$ cat src/sv/sha1bs_pkg.sv
// Shared types and constants for the SHA-1 byte stream hash core.
// No dependencies; imported by the round unit and the top level.
package sha1bs_pkg;

    localparam int unsigned WORD_W   = 32;
    localparam int unsigned DIGEST_N = 5;
    localparam int unsigned BLOCK_N  = 16;

    // initial chaining value
    localparam logic [WORD_W-1:0] IV_WORDS [DIGEST_N] = '{
        32'h67452301, 32'hEFCDAB89, 32'h98BADCFE, 32'h10325476, 32'hC3D2E1F0
    };

    // round constants, one per group of 20 rounds
    localparam logic [WORD_W-1:0] K_GRP0 = 32'h5A827999;
    localparam logic [WORD_W-1:0] K_GRP1 = 32'h6ED9EBA1;
    localparam logic [WORD_W-1:0] K_GRP2 = 32'h8F1BBCDC;
    localparam logic [WORD_W-1:0] K_GRP3 = 32'hCA62C1D6;

    localparam logic [6:0] RND_GRP1_START = 7'd20;
    localparam logic [6:0] RND_GRP2_START = 7'd40;
    localparam logic [6:0] RND_GRP3_START = 7'd60;
    localparam logic [6:0] RND_LAST       = 7'd79;

    localparam logic [7:0] PAD_MARK       = 8'h80;
    localparam logic [5:0] FILL_LAST      = 6'd63;
    localparam logic [5:0] FILL_LEN_START = 6'd56;
    localparam logic [63:0] BITS_PER_BYTE = 64'd8;
    localparam logic [2:0] OUT_LAST_IDX   = 3'd4;

    // working variables of the compression
    typedef struct packed {
        logic [WORD_W-1:0] a;
        logic [WORD_W-1:0] b;
        logic [WORD_W-1:0] c;
        logic [WORD_W-1:0] d;
        logic [WORD_W-1:0] e;
    } work_t;

    typedef enum logic [4:0] {
        ST_IDLE  = 5'b00001,
        ST_PAD   = 5'b00010,
        ST_ROUND = 5'b00100,
        ST_ADD   = 5'b01000,
        ST_OUT   = 5'b10000
    } state_t;

endpackage

$ cat src/sv/sha1bs_round.sv
// One SHA-1 round: the shared round unit reused for all 80 rounds.
// Depends on sha1bs_pkg (work_t, round constants).
module sha1bs_round (
    input  sha1bs_pkg::work_t  cur,
    input  logic [31:0]        w_word,
    input  logic [6:0]         round_idx,
    output sha1bs_pkg::work_t  nxt
);
    import sha1bs_pkg::*;

    logic [WORD_W-1:0] f_val;
    logic [WORD_W-1:0] k_val;
    logic [WORD_W-1:0] temp;

    always_comb begin
        priority if (round_idx < RND_GRP1_START) begin
            f_val = (cur.b & cur.c) | (~cur.b & cur.d);
            k_val = K_GRP0;
        end else if (round_idx < RND_GRP2_START) begin
            f_val = cur.b ^ cur.c ^ cur.d;
            k_val = K_GRP1;
        end else if (round_idx < RND_GRP3_START) begin
            f_val = (cur.b & cur.c) | (cur.b & cur.d) | (cur.c & cur.d);
            k_val = K_GRP2;
        end else begin
            f_val = cur.b ^ cur.c ^ cur.d;
            k_val = K_GRP3;
        end
    end

    assign temp = {cur.a[26:0], cur.a[31:27]} + f_val + cur.e + w_word + k_val;

    always_comb begin
        nxt.a = temp;
        nxt.b = cur.a;
        nxt.c = {cur.b[1:0], cur.b[31:2]};
        nxt.d = cur.c;
        nxt.e = cur.d;
    end

endmodule

$ cat src/sv/sha1_byte_stream_hash_core.sv
// SHA-1 byte stream hash core: top level with byte packing, padding,
// message schedule and sequencer. Depends on sha1bs_pkg and sha1bs_round.
//
// Usage:
//  - Slave channel: one transaction per message byte. s_tuser[0] says the
//    s_tdata byte belongs to the message; s_tlast ends the message. A
//    transaction with s_tlast and no byte finalizes (also the empty message).
//  - Master channel: after an end transaction, five transactions carry the
//    digest words, most significant first; m_tuser holds the word index and
//    m_tlast marks the fifth word.
//  - Input: a byte that does not complete a block is accepted without
//    stalling. The byte that completes a 64-byte block starts compression:
//    80 rounds through the single shared round unit, then the chaining add.
//  - Finish: padding is shifted in one byte per cycle, with an extra block
//    when the 0x80 mark lands past byte 55; each padded block is compressed
//    likewise, then the five words are offered, one per cycle if not stalled.
//  - s_tready is low while a block compresses, while padding, and while the
//    digest is offered. If the receiver stalls, the current word holds
//    until taken; nothing is dropped.
//  - Reset (aresetn low, synchronous) loads the initial vector and clears
//    the byte count and bit length. After the fifth word the core returns
//    to the same state and the next transaction starts a new message.
module sha1_byte_stream_hash_core (
    input  logic        aclk,
    input  logic        aresetn,
    // input channel
    input  logic        s_tvalid,
    output logic        s_tready,
    input  logic [7:0]  s_tdata,   // [7:0] data_byte
    input  logic [0:0]  s_tuser,   // [0] byte_present
    input  logic        s_tlast,   // end_of_message
    // result channel
    output logic        m_tvalid,
    input  logic        m_tready,
    output logic [31:0] m_tdata,   // [31:0] digest_word
    output logic [2:0]  m_tuser,   // [2:0] word_index
    output logic        m_tlast    // last_word
);
    import sha1bs_pkg::*;

    state_t            state_reg, state_next;
    logic [5:0]        fill_reg, fill_next;       // bytes pending in block
    logic [63:0]       len_reg, len_next;         // message length in bits
    logic [6:0]        cnt_reg, cnt_next;         // round counter
    logic [2:0]        idx_reg, idx_next;         // output word index
    logic              pend_reg, pend_next;       // end seen, finish after block
    logic              first_reg, first_next;     // next pad byte is the 0x80 mark
    logic              extra_reg, extra_next;     // mark landed past byte 55
    logic              done_reg, done_next;       // block in flight holds length
    logic [WORD_W-1:0] chain_reg [DIGEST_N];
    logic [WORD_W-1:0] chain_next [DIGEST_N];
    work_t             work_reg, work_next;
    logic [WORD_W-1:0] w_reg [BLOCK_N];           // byte shift line / schedule
    logic [WORD_W-1:0] w_next [BLOCK_N];

    work_t             round_out;
    logic              s_fire;
    logic              shift_en;
    logic [7:0]        shift_byte;
    logic              sched_en;
    logic [WORD_W-1:0] sched_word;
    logic              len_byte_sel;
    logic [7:0]        pad_byte;

    sha1bs_round u_round (
        .cur       (work_reg),
        .w_word    (w_reg[0]),
        .round_idx (cnt_reg),
        .nxt       (round_out)
    );

    assign s_tready = (state_reg == ST_IDLE);
    assign s_fire   = s_tvalid && s_tready;

    assign m_tvalid = (state_reg == ST_OUT);
    assign m_tdata  = chain_reg[idx_reg];
    assign m_tuser  = idx_reg;
    assign m_tlast  = (idx_reg == OUT_LAST_IDX);

    // length bytes go in slots 56..63 of the final block only
    assign len_byte_sel = !first_reg && !extra_reg && (fill_reg >= FILL_LEN_START);
    assign pad_byte     = first_reg ? PAD_MARK : (len_byte_sel ? len_reg[63:56] : 8'h00);

    // W(t+16) = rotl1(W(t+13) ^ W(t+8) ^ W(t+2) ^ W(t))
    always_comb begin
        sched_word = w_reg[13] ^ w_reg[8] ^ w_reg[2] ^ w_reg[0];
        sched_word = {sched_word[30:0], sched_word[31]};
    end

    // shift line: bytes enter big-endian at the tail; rounds shift whole words
    always_comb begin
        for (int i = 0; i < BLOCK_N; i++) begin
            w_next[i] = w_reg[i];
        end
        if (shift_en) begin
            for (int i = 0; i < BLOCK_N - 1; i++) begin
                w_next[i] = {w_reg[i][23:0], w_reg[i+1][31:24]};
            end
            w_next[BLOCK_N-1] = {w_reg[BLOCK_N-1][23:0], shift_byte};
        end else if (sched_en) begin
            for (int i = 0; i < BLOCK_N - 1; i++) begin
                w_next[i] = w_reg[i+1];
            end
            w_next[BLOCK_N-1] = sched_word;
        end
    end

    always_comb begin
        state_next = state_reg;
        fill_next  = fill_reg;
        len_next   = len_reg;
        cnt_next   = cnt_reg;
        idx_next   = idx_reg;
        pend_next  = pend_reg;
        first_next = first_reg;
        extra_next = extra_reg;
        done_next  = done_reg;
        work_next  = work_reg;
        for (int i = 0; i < DIGEST_N; i++) begin
            chain_next[i] = chain_reg[i];
        end
        shift_en   = 1'b0;
        shift_byte = s_tdata;
        sched_en   = 1'b0;

        unique case (state_reg)
            ST_IDLE: begin
                if (s_fire) begin
                    pend_next  = s_tlast;
                    first_next = 1'b1;
                    extra_next = 1'b0;
                    done_next  = 1'b0;
                    if (s_tuser[0]) begin
                        shift_en  = 1'b1;
                        fill_next = fill_reg + 6'd1;
                        len_next  = len_reg + BITS_PER_BYTE;
                    end
                    if (s_tuser[0] && (fill_reg == FILL_LAST)) begin
                        state_next = ST_ROUND;
                        work_next  = '{chain_reg[0], chain_reg[1], chain_reg[2],
                                       chain_reg[3], chain_reg[4]};
                        cnt_next   = '0;
                    end else if (s_tlast) begin
                        state_next = ST_PAD;
                    end
                end
            end
            ST_PAD: begin
                shift_en   = 1'b1;
                shift_byte = pad_byte;
                fill_next  = fill_reg + 6'd1;
                first_next = 1'b0;
                if (len_byte_sel) begin
                    len_next = {len_reg[55:0], 8'h00};
                end
                if (fill_reg == FILL_LAST) begin
                    extra_next = 1'b0;
                    done_next  = len_byte_sel;
                    state_next = ST_ROUND;
                    work_next  = '{chain_reg[0], chain_reg[1], chain_reg[2],
                                   chain_reg[3], chain_reg[4]};
                    cnt_next   = '0;
                end else if (first_reg && (fill_reg >= FILL_LEN_START)) begin
                    extra_next = 1'b1;
                end
            end
            ST_ROUND: begin
                sched_en  = 1'b1;
                work_next = round_out;
                cnt_next  = cnt_reg + 7'd1;
                if (cnt_reg == RND_LAST) begin
                    state_next = ST_ADD;
                end
            end
            ST_ADD: begin
                chain_next[0] = chain_reg[0] + work_reg.a;
                chain_next[1] = chain_reg[1] + work_reg.b;
                chain_next[2] = chain_reg[2] + work_reg.c;
                chain_next[3] = chain_reg[3] + work_reg.d;
                chain_next[4] = chain_reg[4] + work_reg.e;
                priority if (done_reg) begin
                    state_next = ST_OUT;
                    idx_next   = '0;
                end else if (pend_reg) begin
                    state_next = ST_PAD;
                end else begin
                    state_next = ST_IDLE;
                end
            end
            ST_OUT: begin
                if (m_tready) begin
                    if (idx_reg == OUT_LAST_IDX) begin
                        for (int i = 0; i < DIGEST_N; i++) begin
                            chain_next[i] = IV_WORDS[i];
                        end
                        fill_next  = '0;
                        len_next   = '0;
                        pend_next  = 1'b0;
                        done_next  = 1'b0;
                        state_next = ST_IDLE;
                    end else begin
                        idx_next = idx_reg + 3'd1;
                    end
                end
            end
            default: begin
                state_next = ST_IDLE;
            end
        endcase
    end

    always_ff @(posedge aclk) begin
        if (!aresetn) begin
            state_reg <= ST_IDLE;
            fill_reg  <= '0;
            len_reg   <= '0;
            cnt_reg   <= '0;
            idx_reg   <= '0;
            pend_reg  <= 1'b0;
            first_reg <= 1'b0;
            extra_reg <= 1'b0;
            done_reg  <= 1'b0;
            for (int i = 0; i < DIGEST_N; i++) begin
                chain_reg[i] <= IV_WORDS[i];
            end
        end else begin
            state_reg <= state_next;
            fill_reg  <= fill_next;
            len_reg   <= len_next;
            cnt_reg   <= cnt_next;
            idx_reg   <= idx_next;
            pend_reg  <= pend_next;
            first_reg <= first_next;
            extra_reg <= extra_next;
            done_reg  <= done_next;
            for (int i = 0; i < DIGEST_N; i++) begin
                chain_reg[i] <= chain_next[i];
            end
        end
    end

    // payload: no reset
    always_ff @(posedge aclk) begin
        work_reg <= work_next;
        for (int i = 0; i < BLOCK_N; i++) begin
            w_reg[i] <= w_next[i];
        end
    end

endmodule

$ cat config.mk
export PLATFORM = sky130hd
export DESIGN_NAME = sha1_byte_stream_hash_core
export DESIGN_NICKNAME = d
export VERILOG_FILES = /design/src/sv/sha1bs_pkg.sv /design/src/sv/sha1bs_round.sv /design/src/sv/sha1_byte_stream_hash_core.sv
export SDC_FILE = /design/constraint.sdc
export NUM_CORES = 2
export LEC_CHECK = 0
export ABC_AREA = 1
export BUFFER_PORTS_ARGS = -buffer_cell sky130_fd_sc_hd__buf_2
export CAP_MARGIN = 15
export CORE_MARGIN = 4
export CORE_UTILIZATION = 50
export CTS_BUF_LIST = sky130_fd_sc_hd__clkbuf_4 sky130_fd_sc_hd__clkbuf_8 sky130_fd_sc_hd__clkbuf_16
export CTS_CLUSTER_SIZE = 20
export DETAILED_ROUTE_END_ITERATION = 8
export HOLD_SLACK_MARGIN = 0.02
export PLACE_DENSITY = 0.74
export SETUP_SLACK_MARGIN = 0.02
export SYNTH_ARGS = -nofsm -noshare
export SYNTH_HDL_FRONTEND = slang
export SYNTH_HIERARCHICAL = 1
export SYNTH_SLANG_ARGS = --single-unit
$ cat constraint.sdc
create_clock -name aclk -period 19.43 [get_ports aclk]
set_clock_uncertainty 0.2 [all_clocks]
set_input_delay 1.943 -clock aclk [delete_from_list [all_inputs] [get_ports aclk]]
set_output_delay 1.943 -clock aclk [all_outputs]
set_load 0.02 [all_outputs]
==> results.cfg <==
[logic_synthesis]
synth_area_per_cell_um2 = 7.28
synth_area_um2 = 61000
yosysUniqueCellTypes = 56
synthFlopType = edfxtp_1
synth_edf_count = 672
seq_area_frac_synth_pct = 41.3
yosysTopAreaCellShare_pct = 33.1
synth_area_leaders = edfxtp_1 33%, nand2_1 22%, dfxtp_1 8.2%
syn_nets = 8716
ys_ff_latch = 921
synthCells = 8378
ys_warn_count = 6
yosys.area.top_type = edfxtp_1
synth-async-reset-ratio_pct = 0

[final_layout]
num-fill-cells = 11600
finish.utilization_pct = 53.9
final_nets = 8506
largest_reg_flops = 512
drive_above_1_share_pct = 4.07
n_antenna_cell = 0
syn_to_final_growth_pct = 6.46

[worst_setup_path]
crit_type = flop to output port
cp_max_fo = 79
required_ns = 17.29
cp-end-kind = output port
cp.arrival_ns = 3.39
cp-start-kind = flop

[place]
place_hpwl_um = 142000
place_ws_ns = 13.08
routabilityCongestion = 1.05
io_buffer_count = 51

[timing]
layout_setup_ws_ns = 13.90
rsz0062_at_grt = false
whs_ns = 0.273
slew_viol_final = 0
setup_violations = 0
fmaxAchievable_ghz = 0.181
relSlewSlack_pct = 22.3
period_minus_slack_ns = 5.53
hold_viol_final = 0
tightest_slew_ns = 1.17
timing.final.crit_share_pct = 28.5
final.setup.tns_ns = 0

[pwr]
peakVddDrop_mv = 0.129
powerDensity_nw_per_um2 = 154
leakage_nw = 29.4

[global_route]
grt_remaining_overflow = 0
grt_start_max_net_pins = 255
grt_pass1_wl_um = 295000
grt_pass1_vias = 50800
antenna_found_initial = 3
grtUsageTotal_pct = 30.1

[status]
outcome = finished clean

[detailed_routing]
vias_per_cell = 5.44
vias = 53700
drc = 0
drt_pass1_iterations = 8
ant_nets = 0
wire_per_inst_um = 19.9
drt_iter0_drc = 6138
routed_wl_um = 196000

[clock_network]
htreeDepth = 3
path_clk_slew_ns = 0.06
tritoncts = yes
clockBufferDepth = 3
cts_root_buf = clkbuf_16
holdBufCountCts = 0
clkLatencyLatePin_ns = 0.74
numCtsBuffers = 103
cts_sinks = 921
cts_setup_buffers = 0
cts_resized = 0

[worst_hold_path]
min_path_type = flop to flop

[die]
dieArea_um2 = 128000
dieHeight_um = 357
core_um2 = 120000
row_count = 127
start_util_pct = 50.6
boundaryPins = 52
die_x_um = 357

[flow_run]
maxCapViolCount = 0
layer usage:
layer | GRT usage (%) | up-vias | wire length (µm)
met1 | 39.2 | 25000 | 79500
met2 | 47.9 | 2258 | 87700
li1 | - | 26000 | -
met5 | 0 | - | 16
met4 | 17.5 | 2 | 12900
met3 | 4.49 | 467 | 16000
cells in the mapped netlist (3+ instances only):
cell type,instances
nand3_1,313
inv_2,10
clkbuf_1,136
nor2_4,5
or2_2,9
xnor2_1,108
nand3_2,4
o22ai_1,22
nand4_1,39
nand2_1,3596
a211oi_1,9
ha_1,199
o221ai_1,4
a21o_1,6
buf_6,17
inv_1,1021
edfxtp_1,672
fa_1,125
o21ai_0,298
and2_1,14
o21a_1,3
nor4_1,8
nor3_1,72
a22oi_1,4
nand2_2,13
dfxtp_1,249
xor2_1,66
o211ai_1,55
a31oi_1,32
nor2_2,6
buf_1,6
buf_2,108
a21oi_1,423
o21ai_1,5
nand3b_1,17
o21ai_2,3
nor2_1,525
a221oi_1,3
buf_4,133
o21bai_1,17
path summary, 6_finish.rpt:
check / from / endpoint / slack, ns / cells after the start
max: flop / m_tdata[31] / 13.90 / 5
min reg2reg: extra_reg / extra_reg / 0.27 / 2
min: extra_reg / extra_reg / 0.27 / 2
max reg2reg: cnt_reg[5] / work_reg[159] / 13.96 / 25
cell usage in the layout, fill, tap and decap left out, types with 103 or more instances in the layout:
master	n
nand2_1	3595
inv_1	1018
edfxtp_1	672
nor2_1	525
a21oi_1	423
nand3_1	313
o21ai_0	298
dfxtp_1	247
ha_1	199
fa_1	125
xnor2_1	108
clkbuf_16	103
critical path, cell delays in order (launching register included):
cell      delay [ns]
dfxtp_4         0.33
buf_4           0.61
buf_4           0.57
o211ai_1        0.17
a31oi_1         0.60
buf_2           0.29
logic make-up after synthesis:
| group | count (synthesis) | share of synthesized area, % |
|---|---|---|
| simple gates | 4634 | 30.0 |
| buf+inv | 1434 | 10.1 |
| flops | 921 | 41.3 |
| compound gates | 891 | 7.93 |
| fa+ha+maj | 324 | 8.18 |
| xor+xnor | 174 | 2.50 |
through the flow:
| stage | power (mW) | area, µm² | instances |
|---|---|---|---|
| CTS | 9.95 | 64900 | 9867 |
| global route | 10.7 | 64900 | 9869 |
| floorplan | 6.80 | 61000 | 8378 |
| detailed placement | 7.88 | 61400 | 9673 |
| finish | 10.0 | 64900 | 9869 |
| global placement | 7.80 | 61400 | 9673 |
power breakdown:
group / total (mW) / internal (mW) / switching [mW] / leakage (nW)
clock network: 2.04 / 1.16 / 0.875 / 1.73
logic: 4.60 / 1.46 / 3.14 / 19.7
registers: 3.38 / 2.92 / 0.460 / 8.05
layout make-up:
| type | count | area, µm² | area share, % |
|---|---|---|---|
| inverter | 1034 | 3910 | 6.02 |
| multi-input combinational | 6023 | 29700 | 45.7 |
| clock buffer | 119 | 2720 | 4.18 |
| tap | 1612 | 2020 | 3.11 |
| clock inverter | 75 | 817 | 1.26 |
| timing repair buffer | 85 | 601 | 0.925 |
| sequential | 921 | 25200 | 38.8 |
Power figures use the tool's default switching activity.
